$ cat src/hdl/bdte_pkg.sv
// Shared types and constants for the BCD date/time to epoch seconds block.
// No dependencies; imported by bdte_terms, bdte_apb and the core module.
`default_nettype none

package bdte_pkg;

    // Item commands
    localparam logic [1:0] CMD_LOAD = 2'd0;
    localparam logic [1:0] CMD_TICK = 2'd1;
    localparam logic [1:0] CMD_READ = 2'd2;

    // Configuration register word index, taken from paddr[2]
    localparam logic REG_EPOCH_OFFSET = 1'b0;

    localparam logic [31:0] SECS_PER_YEAR = 32'd31536000;
    localparam logic [31:0] SECS_PER_DAY  = 32'd86400;
    localparam logic [31:0] SECS_PER_HOUR = 32'd3600;
    localparam logic [31:0] SECS_PER_MIN  = 32'd60;

    localparam int MONTHS = 12;
    localparam logic [3:0] LAST_MONTH_IDX = 4'd11;

    // Cumulative seconds before each month of a common year
    localparam logic [24:0] MONTH_START [MONTHS] = '{
        25'd0,        25'd2678400,  25'd5097600,  25'd7776000,
        25'd10368000, 25'd13046400, 25'd15638400, 25'd18316800,
        25'd20995200, 25'd23587200, 25'd26265600, 25'd28857600
    };

    // Partial sums handed from the conversion logic to the final adder
    typedef struct packed {
        logic [31:0] year_term;       // year * seconds per year, wrapped
        logic [25:0] month_day_term;  // month start plus whole days
        logic [19:0] hms_term;        // hours, minutes and seconds
    } calc_terms_t;

    // Apply the BCD fix-up x - 6*(x>>4); never goes negative for 8-bit x
    function automatic logic [7:0] bcd_to_bin(input logic [7:0] x);
        logic [7:0] adj;
        adj = 8'({4'd0, x[7:4]} * 8'd6);
        return x - adj;
    endfunction

endpackage

`default_nettype wire

$ cat src/hdl/bdte_terms.sv
// Calendar conversion: BCD fields to partial seconds terms.
// Depends on bdte_pkg.
`default_nettype none

module bdte_terms (
    input  wire logic [7:0]          bcd_year,
    input  wire logic [7:0]          bcd_month,
    input  wire logic [7:0]          bcd_day,
    input  wire logic [7:0]          bcd_hours,
    input  wire logic [7:0]          bcd_minutes,
    input  wire logic [7:0]          bcd_seconds,
    output bdte_pkg::calc_terms_t    terms
);
    import bdte_pkg::*;

    logic [7:0]  year;
    logic [7:0]  month;
    logic [7:0]  day;
    logic [7:0]  hours;
    logic [7:0]  minutes;
    logic [7:0]  seconds;
    logic [7:0]  month_fix;
    logic [7:0]  day_fix;
    logic [3:0]  month_idx;
    logic        extra_day;
    logic [7:0]  day_count;

    always_comb
    begin
        year    = bcd_to_bin(bcd_year);
        month   = bcd_to_bin(bcd_month);
        day     = bcd_to_bin(bcd_day);
        hours   = bcd_to_bin(bcd_hours);
        minutes = bcd_to_bin(bcd_minutes);
        seconds = bcd_to_bin(bcd_seconds);

        month_fix = (month == 8'd0) ? 8'd1 : month;
        day_fix   = (day == 8'd0) ? 8'd1 : day;

        // Saturate months beyond December
        if (month_fix > 8'd12)
        begin
            month_idx = LAST_MONTH_IDX;
        end
        else
        begin
            month_idx = 4'(month_fix - 8'd1);
        end

        extra_day = (year != 8'd0) || (month_fix >= 8'd3);
        // At most 165 after the fix-up, so the extra day cannot overflow
        day_count = day_fix - 8'd1 + {7'd0, extra_day};

        terms.year_term      = 32'({24'd0, year} * SECS_PER_YEAR);
        terms.month_day_term = 26'({7'd0, MONTH_START[month_idx]}
                                   + {24'd0, day_count} * SECS_PER_DAY);
        terms.hms_term       = 20'({24'd0, hours} * SECS_PER_HOUR
                                   + {24'd0, minutes} * SECS_PER_MIN
                                   + {24'd0, seconds});
    end

endmodule

`default_nettype wire

$ cat src/hdl/bdte_apb.sv
// APB configuration register: the epoch offset.
// Depends on bdte_pkg.
`default_nettype none

module bdte_apb (
    input  wire logic        clk,
    input  wire logic        rst_n,
    input  wire logic        psel,
    input  wire logic        penable,
    input  wire logic        pwrite,
    input  wire logic [2:0]  paddr,
    input  wire logic [31:0] pwdata,
    output logic [31:0]      prdata,
    output logic             pready,
    output logic [31:0]      epoch_offset
);
    import bdte_pkg::*;

    logic [31:0] epoch_offset_reg;
    logic [31:0] epoch_offset_next;
    logic        wr_en;

    assign pready = 1'b1;
    assign wr_en  = psel && penable && pwrite && pready;

    always_comb
    begin
        epoch_offset_next = epoch_offset_reg;
        if (wr_en && (paddr[2] == REG_EPOCH_OFFSET))
        begin
            epoch_offset_next = pwdata;
        end
    end

    always_ff @(posedge clk or negedge rst_n)
    begin
        if (!rst_n)
        begin
            epoch_offset_reg <= '0;
        end
        else
        begin
            epoch_offset_reg <= epoch_offset_next;
        end
    end

    // Bits [1:0] are ignored; unmapped words read as zero
    assign prdata = (paddr[2] == REG_EPOCH_OFFSET) ? epoch_offset_reg : '0;
    assign epoch_offset = epoch_offset_reg;

endmodule

`default_nettype wire

$ cat src/hdl/bcd_datetime_to_epoch_seconds_core.sv
// BCD calendar snapshot to seconds since 2000, with a running seconds counter.
//
// Input channel (in_valid/in_ready) carries cmd and six BCD calendar fields.
// cmd LOAD converts the snapshot, adds the epoch offset and restarts the
// time from that value; TICK adds one second; READ (and the unused code)
// leave the time alone. Every transfer yields one result, time_value, on the
// output channel (out_valid/out_ready), in order.
// Three register stages: input register, partial-terms register, result
// register; an accepted item passes through them in that order. One item
// is taken every cycle while the receiver keeps up; the running time lives
// in the result stage, so a tick or load right behind another is handled
// without bubbles.
// When the receiver stalls, the result holds and the stages behind it fill;
// in_ready drops only once all three are occupied.
// Reset clears the time, the offset register and all valid flags.
// The epoch offset (APB word 0) is to be written while no item is in flight.
// Depends on bdte_pkg, bdte_terms and bdte_apb.
`default_nettype none

module bcd_datetime_to_epoch_seconds_core (
    input  wire logic        clk,
    input  wire logic        rst_n,
    input  wire logic        in_valid,
    output logic             in_ready,
    input  wire logic [1:0]  cmd,
    input  wire logic [7:0]  bcd_year,
    input  wire logic [7:0]  bcd_month,
    input  wire logic [7:0]  bcd_day,
    input  wire logic [7:0]  bcd_hours,
    input  wire logic [7:0]  bcd_minutes,
    input  wire logic [7:0]  bcd_seconds,
    output logic             out_valid,
    input  wire logic        out_ready,
    output logic [31:0]      time_value,
    input  wire logic        psel,
    input  wire logic        penable,
    input  wire logic        pwrite,
    input  wire logic [2:0]  paddr,
    input  wire logic [31:0] pwdata,
    output logic [31:0]      prdata,
    output logic             pready
);
    import bdte_pkg::*;

    logic [31:0] epoch_offset;

    // Stage 1: input register
    logic        s1_valid_reg;
    logic        s1_valid_next;
    logic [1:0]  s1_cmd_reg;
    logic [7:0]  s1_year_reg;
    logic [7:0]  s1_month_reg;
    logic [7:0]  s1_day_reg;
    logic [7:0]  s1_hours_reg;
    logic [7:0]  s1_minutes_reg;
    logic [7:0]  s1_seconds_reg;

    // Stage 2: partial terms
    logic        s2_valid_reg;
    logic        s2_valid_next;
    logic [1:0]  s2_cmd_reg;
    calc_terms_t s2_terms_reg;
    calc_terms_t s1_terms;

    // Stage 3: result register and running time
    logic        out_valid_reg;
    logic        out_valid_next;
    logic [31:0] time_reg;
    logic [31:0] time_next;
    logic [31:0] load_sum;

    logic        s3_ready;
    logic        s2_ready;
    logic        s1_load;
    logic        s2_load;
    logic        s3_load;

    bdte_apb u_apb (
        .clk          (clk),
        .rst_n        (rst_n),
        .psel         (psel),
        .penable      (penable),
        .pwrite       (pwrite),
        .paddr        (paddr),
        .pwdata       (pwdata),
        .prdata       (prdata),
        .pready       (pready),
        .epoch_offset (epoch_offset)
    );

    bdte_terms u_terms (
        .bcd_year    (s1_year_reg),
        .bcd_month   (s1_month_reg),
        .bcd_day     (s1_day_reg),
        .bcd_hours   (s1_hours_reg),
        .bcd_minutes (s1_minutes_reg),
        .bcd_seconds (s1_seconds_reg),
        .terms       (s1_terms)
    );

    assign s3_ready = !out_valid_reg || out_ready;
    assign s2_ready = !s2_valid_reg || s3_ready;
    assign in_ready = !s1_valid_reg || s2_ready;

    assign s1_load = in_valid && in_ready;
    assign s2_load = s1_valid_reg && s2_ready;
    assign s3_load = s2_valid_reg && s3_ready;

    always_comb
    begin
        s1_valid_next  = s1_load || (s1_valid_reg && !s2_ready);
        s2_valid_next  = s2_load || (s2_valid_reg && !s3_ready);
        out_valid_next = s3_load || (out_valid_reg && !out_ready);
    end

    assign load_sum = epoch_offset + s2_terms_reg.year_term
                    + {6'd0, s2_terms_reg.month_day_term}
                    + {12'd0, s2_terms_reg.hms_term};

    // Advance the running time as each item enters the result stage
    always_comb
    begin
        time_next = time_reg;
        if (s3_load)
        begin
            unique case (s2_cmd_reg)
                CMD_LOAD: time_next = load_sum;
                CMD_TICK: time_next = time_reg + 32'd1;
                CMD_READ: time_next = time_reg;
                default:  time_next = time_reg;
            endcase
        end
    end

    always_ff @(posedge clk or negedge rst_n)
    begin
        if (!rst_n)
        begin
            s1_valid_reg  <= 1'b0;
            s2_valid_reg  <= 1'b0;
            out_valid_reg <= 1'b0;
            time_reg      <= '0;
        end
        else
        begin
            s1_valid_reg  <= s1_valid_next;
            s2_valid_reg  <= s2_valid_next;
            out_valid_reg <= out_valid_next;
            time_reg      <= time_next;
        end
    end

    always_ff @(posedge clk)
    begin
        if (s1_load)
        begin
            s1_cmd_reg     <= cmd;
            s1_year_reg    <= bcd_year;
            s1_month_reg   <= bcd_month;
            s1_day_reg     <= bcd_day;
            s1_hours_reg   <= bcd_hours;
            s1_minutes_reg <= bcd_minutes;
            s1_seconds_reg <= bcd_seconds;
        end
        if (s2_load)
        begin
            s2_cmd_reg   <= s1_cmd_reg;
            s2_terms_reg <= s1_terms;
        end
    end

    // The time only changes when a new item enters, so it doubles as the result
    assign out_valid  = out_valid_reg;
    assign time_value = time_reg;

endmodule

`default_nettype wire

$ cat config.mk
export PLATFORM = sky130hd
export DESIGN_NAME = bcd_datetime_to_epoch_seconds_core
export DESIGN_NICKNAME = d
export VERILOG_FILES = /design/src/hdl/bdte_pkg.sv /design/src/hdl/bdte_terms.sv /design/src/hdl/bdte_apb.sv /design/src/hdl/bcd_datetime_to_epoch_seconds_core.sv
export SDC_FILE = /design/constraint.sdc
export NUM_CORES = 1
export LEC_CHECK = 0
export ABC_AREA = 1
export ABC_CLOCK_PERIOD_IN_PS = 7740
export BUFFER_PORTS_ARGS = -buffer_cell sky130_fd_sc_hd__clkbuf_2
export CAP_MARGIN = 30
export CELL_PAD_IN_SITES_DETAIL_PLACEMENT = 1
export CELL_PAD_IN_SITES_GLOBAL_PLACEMENT = 2
export CORE_MARGIN = 4
export CORE_UTILIZATION = 35
export DETAILED_ROUTE_END_ITERATION = 7
export PLACE_DENSITY = 0.81
export SYNTH_ARGS = -nofsm -noshare
export SYNTH_HDL_FRONTEND = slang
export SYNTH_SLANG_ARGS = --single-unit
$ cat constraint.sdc
create_clock -name clk -period 7.74 [get_ports clk]
set_clock_uncertainty 0.05 [all_clocks]
set_input_delay 1.548 -clock clk [delete_from_list [all_inputs] [get_ports clk]]
set_output_delay 1.548 -clock clk [all_outputs]
set_load 0.01 [all_outputs]
==> results of run 1 <==
-- placed cells by master, fill, tap and decap left out, types with 24 or more instances in the layout --
cell type and instances:
a21oi_1 197, buf_4 104, clkbuf_2 154, dfrtp_1 67, edfxtp_1 116, fa_1 104, ha_1 308, ha_4 25
inv_1 357, nand2_1 262, nand3_1 73, nand4_1 24, nor2_1 175, o21ai_0 65, xnor2_1 56, xor2_1 94
-- final cells by class --
| type | instances | area share, % |
|---|---|---|
| tap | 748 | 4.010 |
| clock inverter | 14 | 0.6648 |
| sequential | 183 | 22.11 |
| multi-input combinational | 1642 | 57.96 |
| clock buffer | 18 | 1.839 |
| timing repair buffer | 269 | 7.361 |
| inverter | 375 | 6.053 |
-- synthesized netlist by cell type (all sizes together), types with 3 or more instances --
cell type / number / area share, %
o211ai: 11 / 0.42
a21oi: 216 / 5.5
o21ai: 84 / 2.1
fa: 107 / 11
buf: 4 / 0.19
nand4: 27 / 1.0
or2: 12 / 0.38
nor3: 25 / 0.69
xor2: 99 / 4.5
a211oi: 4 / 0.15
nand3b: 12 / 0.48
nor2: 195 / 4.0
nand3: 80 / 2.3
o311ai: 3 / 0.13
clkbuf: 21 / 0.40
o21bai: 14 / 0.54
and2: 4 / 0.14
inv: 375 / 7.2
a21boi: 7 / 0.27
edfxtp: 116 / 18
ha: 337 / 22
o2111ai: 3 / 0.13
a21o: 9 / 0.35
a22oi: 12 / 0.46
o21a: 7 / 0.27
xnor2: 58 / 2.6
a31oi: 14 / 0.45
dfrtp: 67 / 8.6
nand2: 289 / 5.8
nor4: 5 / 0.19
-- routing by layer --
| layer | up-vias | part of all wire, % | GRT usage (%) | wire length (um) |
|---|---|---|---|---|
| met4 | 0 | 2.8 | 6.025 | 1576 |
| met2 | 184 | 52 | 34.41 | 28660 |
| met5 | - | 0 | 0 | 0 |
| met1 | 7822 | 43 | 22.24 | 23640 |
| met3 | 82 | 2.6 | 3.081 | 1436 |
| li1 | 7920 | - | - | - |
-- kinds of logic after synthesis --
family / Yosys count
AO/OA/AOI/OAI: 391
adder cells (fa/ha/maj): 444
other: 1
flip-flops: 183
buffers and inverters: 400
AND/OR/NAND/NOR: 649
XOR/XNOR: 157
-- path summary, 6_finish.rpt --
kind	end	depth (start not counted)
min reg2reg	s2_cmd_reg[1]	0
min in group asynchronous	time_value[2]	2
max in group asynchronous	u_apb.epoch_offset[29]	3
max	s2_terms_reg[44]	40
max reg2reg	s2_terms_reg[44]	40
min	s2_cmd_reg[1]	0
-- through the flow --
| stage | TNS, ns | hold slack [ns] | cell area [sq um] | instances |
|---|---|---|---|---|
| after detailed placement | -3.456 | 0.3628 | 21860 | 3190 |
| after global routing | -2.634 | 0.3932 | 23340 | 3249 |
| after floorplan | 0 | 0.3503 | 19560 | 2225 |
| final | -0.05032 | 0.3796 | 23340 | 3249 |
| after CTS | -0.04371 | 0.3821 | 22860 | 3238 |
| after global placement | -1.672 | 0.3550 | 21800 | 3188 |
-- timing repair --
action | CTS | global route
gates resized for setup | 59 | 82
setup endpoints to repair | 10 | 11
setup buffers | 16 | 13
gates cloned | 0 | 0
pin swaps | 50 | 59
-- worst max-delay path: cells and delay by family, from the launching register on --
family / cells / cell delay, ns
fa+ha+maj: 11 / 3.36
buf+inv: 6 / 0.46
compound gates: 6 / 0.72
flops: 1 / 0.41
simple gates: 13 / 1.99
xor+xnor: 4 / 0.56
==> impl_metrics.py, run 1 <==
metrics = {
    "logic_synthesis": {
        "synth.distinct_cells": 57,
        "yosys.area_share.adder_pct": 32.51,
        "synth_top_family_by_area": "adder cells",
        "ys_warn_count": 0,
        "ys_seq_elements": 183,
        "async_flop_share_pct": 36.61,
        "synth-xor-area-share_pct": 7.068,
        "synth-simple-area-share_pct": 15.09,
        "synth_edf_count": 116,
        "syn_area_sq_um": 19560,
        "synth-compound-area-share_pct": 11.16,
        "synth_flop_cell": "edfxtp_1",
        "avgSynthCellArea_sq_um": 8.792,
        "synth_mux_area_share_pct": 0,
        "syn_nets": 2761,
        "seq_area_frac_synth_pct": 26.38,
        "syn_inst": 2225,
    },
    "clock_network": {
        "clk_latency_ns": 0.50,
        "h-tree-depth": 4,
        "clockBufferDepth": 2,
        "numCtsBuffers": 17,
        "cts-root-buf": "clkbuf_16",
        "cts.hold.buffers_added": 0,
        "clkSlewWorstSetupHoldPaths_ns": 0.08,
        "cts.sinks": 183,
        "tritoncts": "done",
    },
    "final_layout": {
        "largest_reg_flops": 64,
        "drive_above_1_share_pct": 18.75,
        "area_growth_pct": 19.30,
        "fillers": 6533,
        "fin_nets": 3024,
        "antenna_cells": 0,
        "fin_util_pct": 42.28,
        "final-seq-area_sq_um": 5160,
        "multiInputGateArea_sq_um": 13530,
    },
    "critical_path": {
        "max_stage_delay_ns": 0.53,
        "critical_path_arrival_ns": 7.98,
        "r2r_start": "s1_year_reg[4]",
        "rrSetupSlack_ns": -0.05,
        "crit_fanout": 4,
        "cp_slowest_cell": "fa_2",
        "critical_path.startpoint": "s1_year_reg[4]",
        "crit_top_cell": "ha_4",
        "path_class": "flip-flop to flip-flop",
        "worstPathRequired_ns": 7.93,
        "end_kind": "flip-flop",
        "worstSetupStartpointType": "flip-flop",
    },
    "flow_run": {
        "maxCapViolCount": 0,
    },
    "timing": {
        "relSlewSlack_pct": 41.73,
        "fmax_ghz": 0.1284,
        "finalSetupViolations": 1,
        "drv_slew": 0,
        "fin_crit_sh_pct": 100.7,
        "fin_ws_ns": -0.05032,
        "fin_crit_ns": 7.790,
        "rsz0062_at_grt": "true",
        "worstMarginPinSlew_ns": 0.8740,
        "hold_viol": 0,
    },
    "drt": {
        "vias": 16010,
        "firstDrtPassIters": 4,
        "via_per_inst": 4.927,
        "wl_per_cell_um": 17.03,
        "drt_iter0_drc": 470,
        "drc": 0,
        "wl_um": 55320,
        "drt.antenna.violating_nets": 0,
    },
    "global_route": {
        "track_usage_pct": 18.71,
        "grt_max_degree": 68,
        "grt-ovfl-total": 0,
        "grt_pass1_vias": 17550,
        "antenna_found_initial": 0,
        "grt_pass1_wl_um": 89810,
    },
    "floorplanning": {
        "start_util_pct": 35.44,
        "coreArea_sq_um": 55200,
        "dieWidth_um": 244.4,
        "dieArea_sq_um": 59740,
        "row_count": 86,
        "die_h_um": 244.4,
        "io_pins": 159,
    },
    "status": {
        "run_status": "finished, violations left",
        "violations": "setup timing",
    },
    "min_path": {
        "hold_path_startpoint": "s1_cmd_reg[1]",
        "hold_class": "flip-flop to flip-flop",
    },
    "placement": {
        "place_congestion": 0.8541,
        "io_buffers": 155,
        "dp_hpwl_um": 44750,
        "place_ws_ns": -0.5673,
    },
}
Power of run 1 is not shown: default switching activity piles up to over one toggle a cycle in this logic, so the estimate is an artifact.
==> inputs of run 2 (changes only) <==
- CELL_PAD_IN_SITES_DETAIL_PLACEMENT: 1 -> unset
- CELL_PAD_IN_SITES_GLOBAL_PLACEMENT: 2 -> unset
- CORE_MARGIN: 4 -> 2
- CORE_UTILIZATION: 35 -> 47
- PLACE_DENSITY: 0.81 -> 0.7
==> run 2 against run 1 <==
Effect of this change: the run still ends with setup timing left; flip-flop and latch count unchanged; core utilization increased by 14 points; cell count decreased by 6.4%; fmax decreased by 2.1%; global-route usage increased by 3.6 points; non-clock buffer count increased by 9; routed wire length decreased by 14%; sequential share of layout area increased by 0.14 points; via count decreased by 1.5%; die area decreased by 28%; first-iteration DRC count increased by 66%; register-to-register slack got worse by 0.16 ns; critical path type unchanged.
==> impl_metrics.py, run 2 (same netlist as run 1, synthesis figures left out) <==
metrics = {
    "status": {
        "run_status": "finished, violations left",
        "violations": "setup timing",
    },
    "drt": {
        "firstDrtPassIters": 5,
        "drt.antenna.violating_nets": 0,
        "drc": 0,
        "vias": 15760,
        "drt_iter0_drc": 781,
        "via_per_inst": 5.181,
        "wl_per_cell_um": 15.61,
        "wl_um": 47480,
    },
    "timing": {
        "drv_slew": 0,
        "worstMarginPinSlew_ns": 0.8230,
        "relSlewSlack_pct": 45.13,
        "rsz0062_at_grt": "true",
        "fin_crit_sh_pct": 102.8,
        "fin_ws_ns": -0.2140,
        "finalSetupViolations": 6,
        "fin_crit_ns": 7.954,
        "fmax_ghz": 0.1257,
        "hold_viol": 0,
    },
    "final_layout": {
        "fin_nets": 3033,
        "layout_commonest_cell": "inv_1",
        "fillers": 3711,
        "drive_above_1_share_pct": 19.04,
        "fin_area_sq_um": 23190,
        "area_growth_pct": 18.54,
        "layout_common_cells": "inv_1 (357), ha_1 (310), nand2_1 (260)",
        "largest_reg_flops": 64,
        "antenna_cells": 0,
    },
    "clock_network": {
        "numCtsBuffers": 17,
        "clkSlewWorstSetupHoldPaths_ns": 0.08,
        "cts-root-buf": "clkbuf_16",
        "cts.sinks": 183,
        "clockBufferDepth": 2,
        "clk_latency_ns": 0.51,
        "h-tree-depth": 4,
        "cts.hold.buffers_added": 0,
        "tritoncts": "done",
    },
    "critical_path": {
        "reg2reg_to": "s2_terms_reg[45]",
        "r2r_start": "s1_year_reg[5]",
        "critical_path_arrival_ns": 8.15,
        "crit_top_cell": "ha_4",
        "cp_slowest_cell": "fa_2",
        "max_stage_delay_ns": 0.62,
        "reg2reg_depth": 42,
        "worstPathRequired_ns": 7.94,
        "end_kind": "flip-flop",
        "path_class": "flip-flop to flip-flop",
        "rrSetupSlack_ns": -0.21,
        "worstSetupStartpointType": "flip-flop",
        "crit_fanout": 5,
    },
    "global_route": {
        "antenna_found_initial": 1,
        "grt-ovfl-total": 0,
        "grt_pass1_vias": 15990,
        "track_usage_pct": 22.33,
        "grt_pass1_wl_um": 77630,
        "grt_max_degree": 68,
    },
    "placement": {
        "dp_hpwl_um": 38140,
        "placed_area_sq_um": 21620,
        "place_ws_ns": -0.7018,
        "io_buffers": 155,
        "place_congestion": 0.8983,
    },
    "floorplanning": {
        "io_pins": 159,
        "dieWidth_um": 208.0,
        "die_h_um": 208.0,
        "coreArea_sq_um": 40920,
        "row_count": 74,
        "start_util_pct": 47.80,
        "dieArea_sq_um": 43270,
    },
    "min_path": {
        "hold_class": "flip-flop to flip-flop",
        "hold_depth": 0,
        "hold_path_startpoint": "s1_seconds_reg[0]",
        "hold_end": "s2_terms_reg[0]",
    },
    "flow_run": {
        "maxCapViolCount": 0,
    },
}
run 2: cell types whose count changed in the layout (fill, tap and decap cells not counted), sizes merged:
cell,change
inv,+2
bufinv,-1
buf,+9
clkinv,-3
clkbuf,+2
run 2: what timing repair did:
action                                  CTS  global route
setup buffers                            13            18
pin swaps                                20            72
resized for setup                        41           107
endpoints found under the setup margin   11            11
run 2: cell type report:
type / count / area, sq um / area share (%)
multi-input cells: 1642 / 13570 / 58.53
flip-flops and latches: 183 / 5160 / 22.25
repair buffers: 278 / 1789 / 7.716
inverters: 375 / 1413 / 6.092
well taps: 532 / 665.6 / 2.871
clock buffers: 20 / 467.9 / 2.018
clock inverters: 12 / 120.1 / 0.5180
run 2: worst max path at each step:
stage | from | to | slack, ns | depth (start not counted)
after floorplan | s1_year_reg[5] | s2_terms_reg[45] | 0.02 | 43
after global placement | s1_year_reg[4] | s2_terms_reg[45] | -0.37 | 44
after detailed placement | s1_year_reg[4] | s2_terms_reg[45] | -0.70 | 44
after CTS | s1_year_reg[5] | s2_terms_reg[44] | 0.0009 | 42
after global routing | s1_year_reg[5] | s2_terms_reg[45] | -0.73 | 43
final | s1_year_reg[5] | s2_terms_reg[45] | -0.21 | 42
run 2: routing by layer:
metal	track usage, %	vias up	share of wire (%)
met1	27.13	7398	43
li1	-	7959	-
met3	3.260	87	3.6
met4	9.318	0	3.5
met5	0	-	0
met2	39.53	317	50
run 2: critical path, delay by kind of cell, from the launching register on:
| family | cells | cell delay [ns] |
|---|---|---|
| DFF | 1 | 0.45 |
| adders and majority gates | 12 | 3.13 |
| AOI/OAI and AO/OA | 9 | 0.96 |
| xor gates and xnor gates | 4 | 0.77 |
| and+or+nand+nor | 12 | 1.70 |
| buffers and inverters | 5 | 0.63 |
run 2: per-stage QoR:
stage	cells	utilization (%)	hold WS [ns]	setup TNS, ns
finish	3042	56.66	0.3768	-0.9118
CTS	3025	55.06	0.3742	0
global route	3042	56.66	0.3850	-4.384
detailed placement	2981	52.83	0.3552	-5.061
global placement	2980	52.76	0.3560	-1.802
floorplan	2225	-	0.3503	0
Power of run 2 is left out for the same reason.
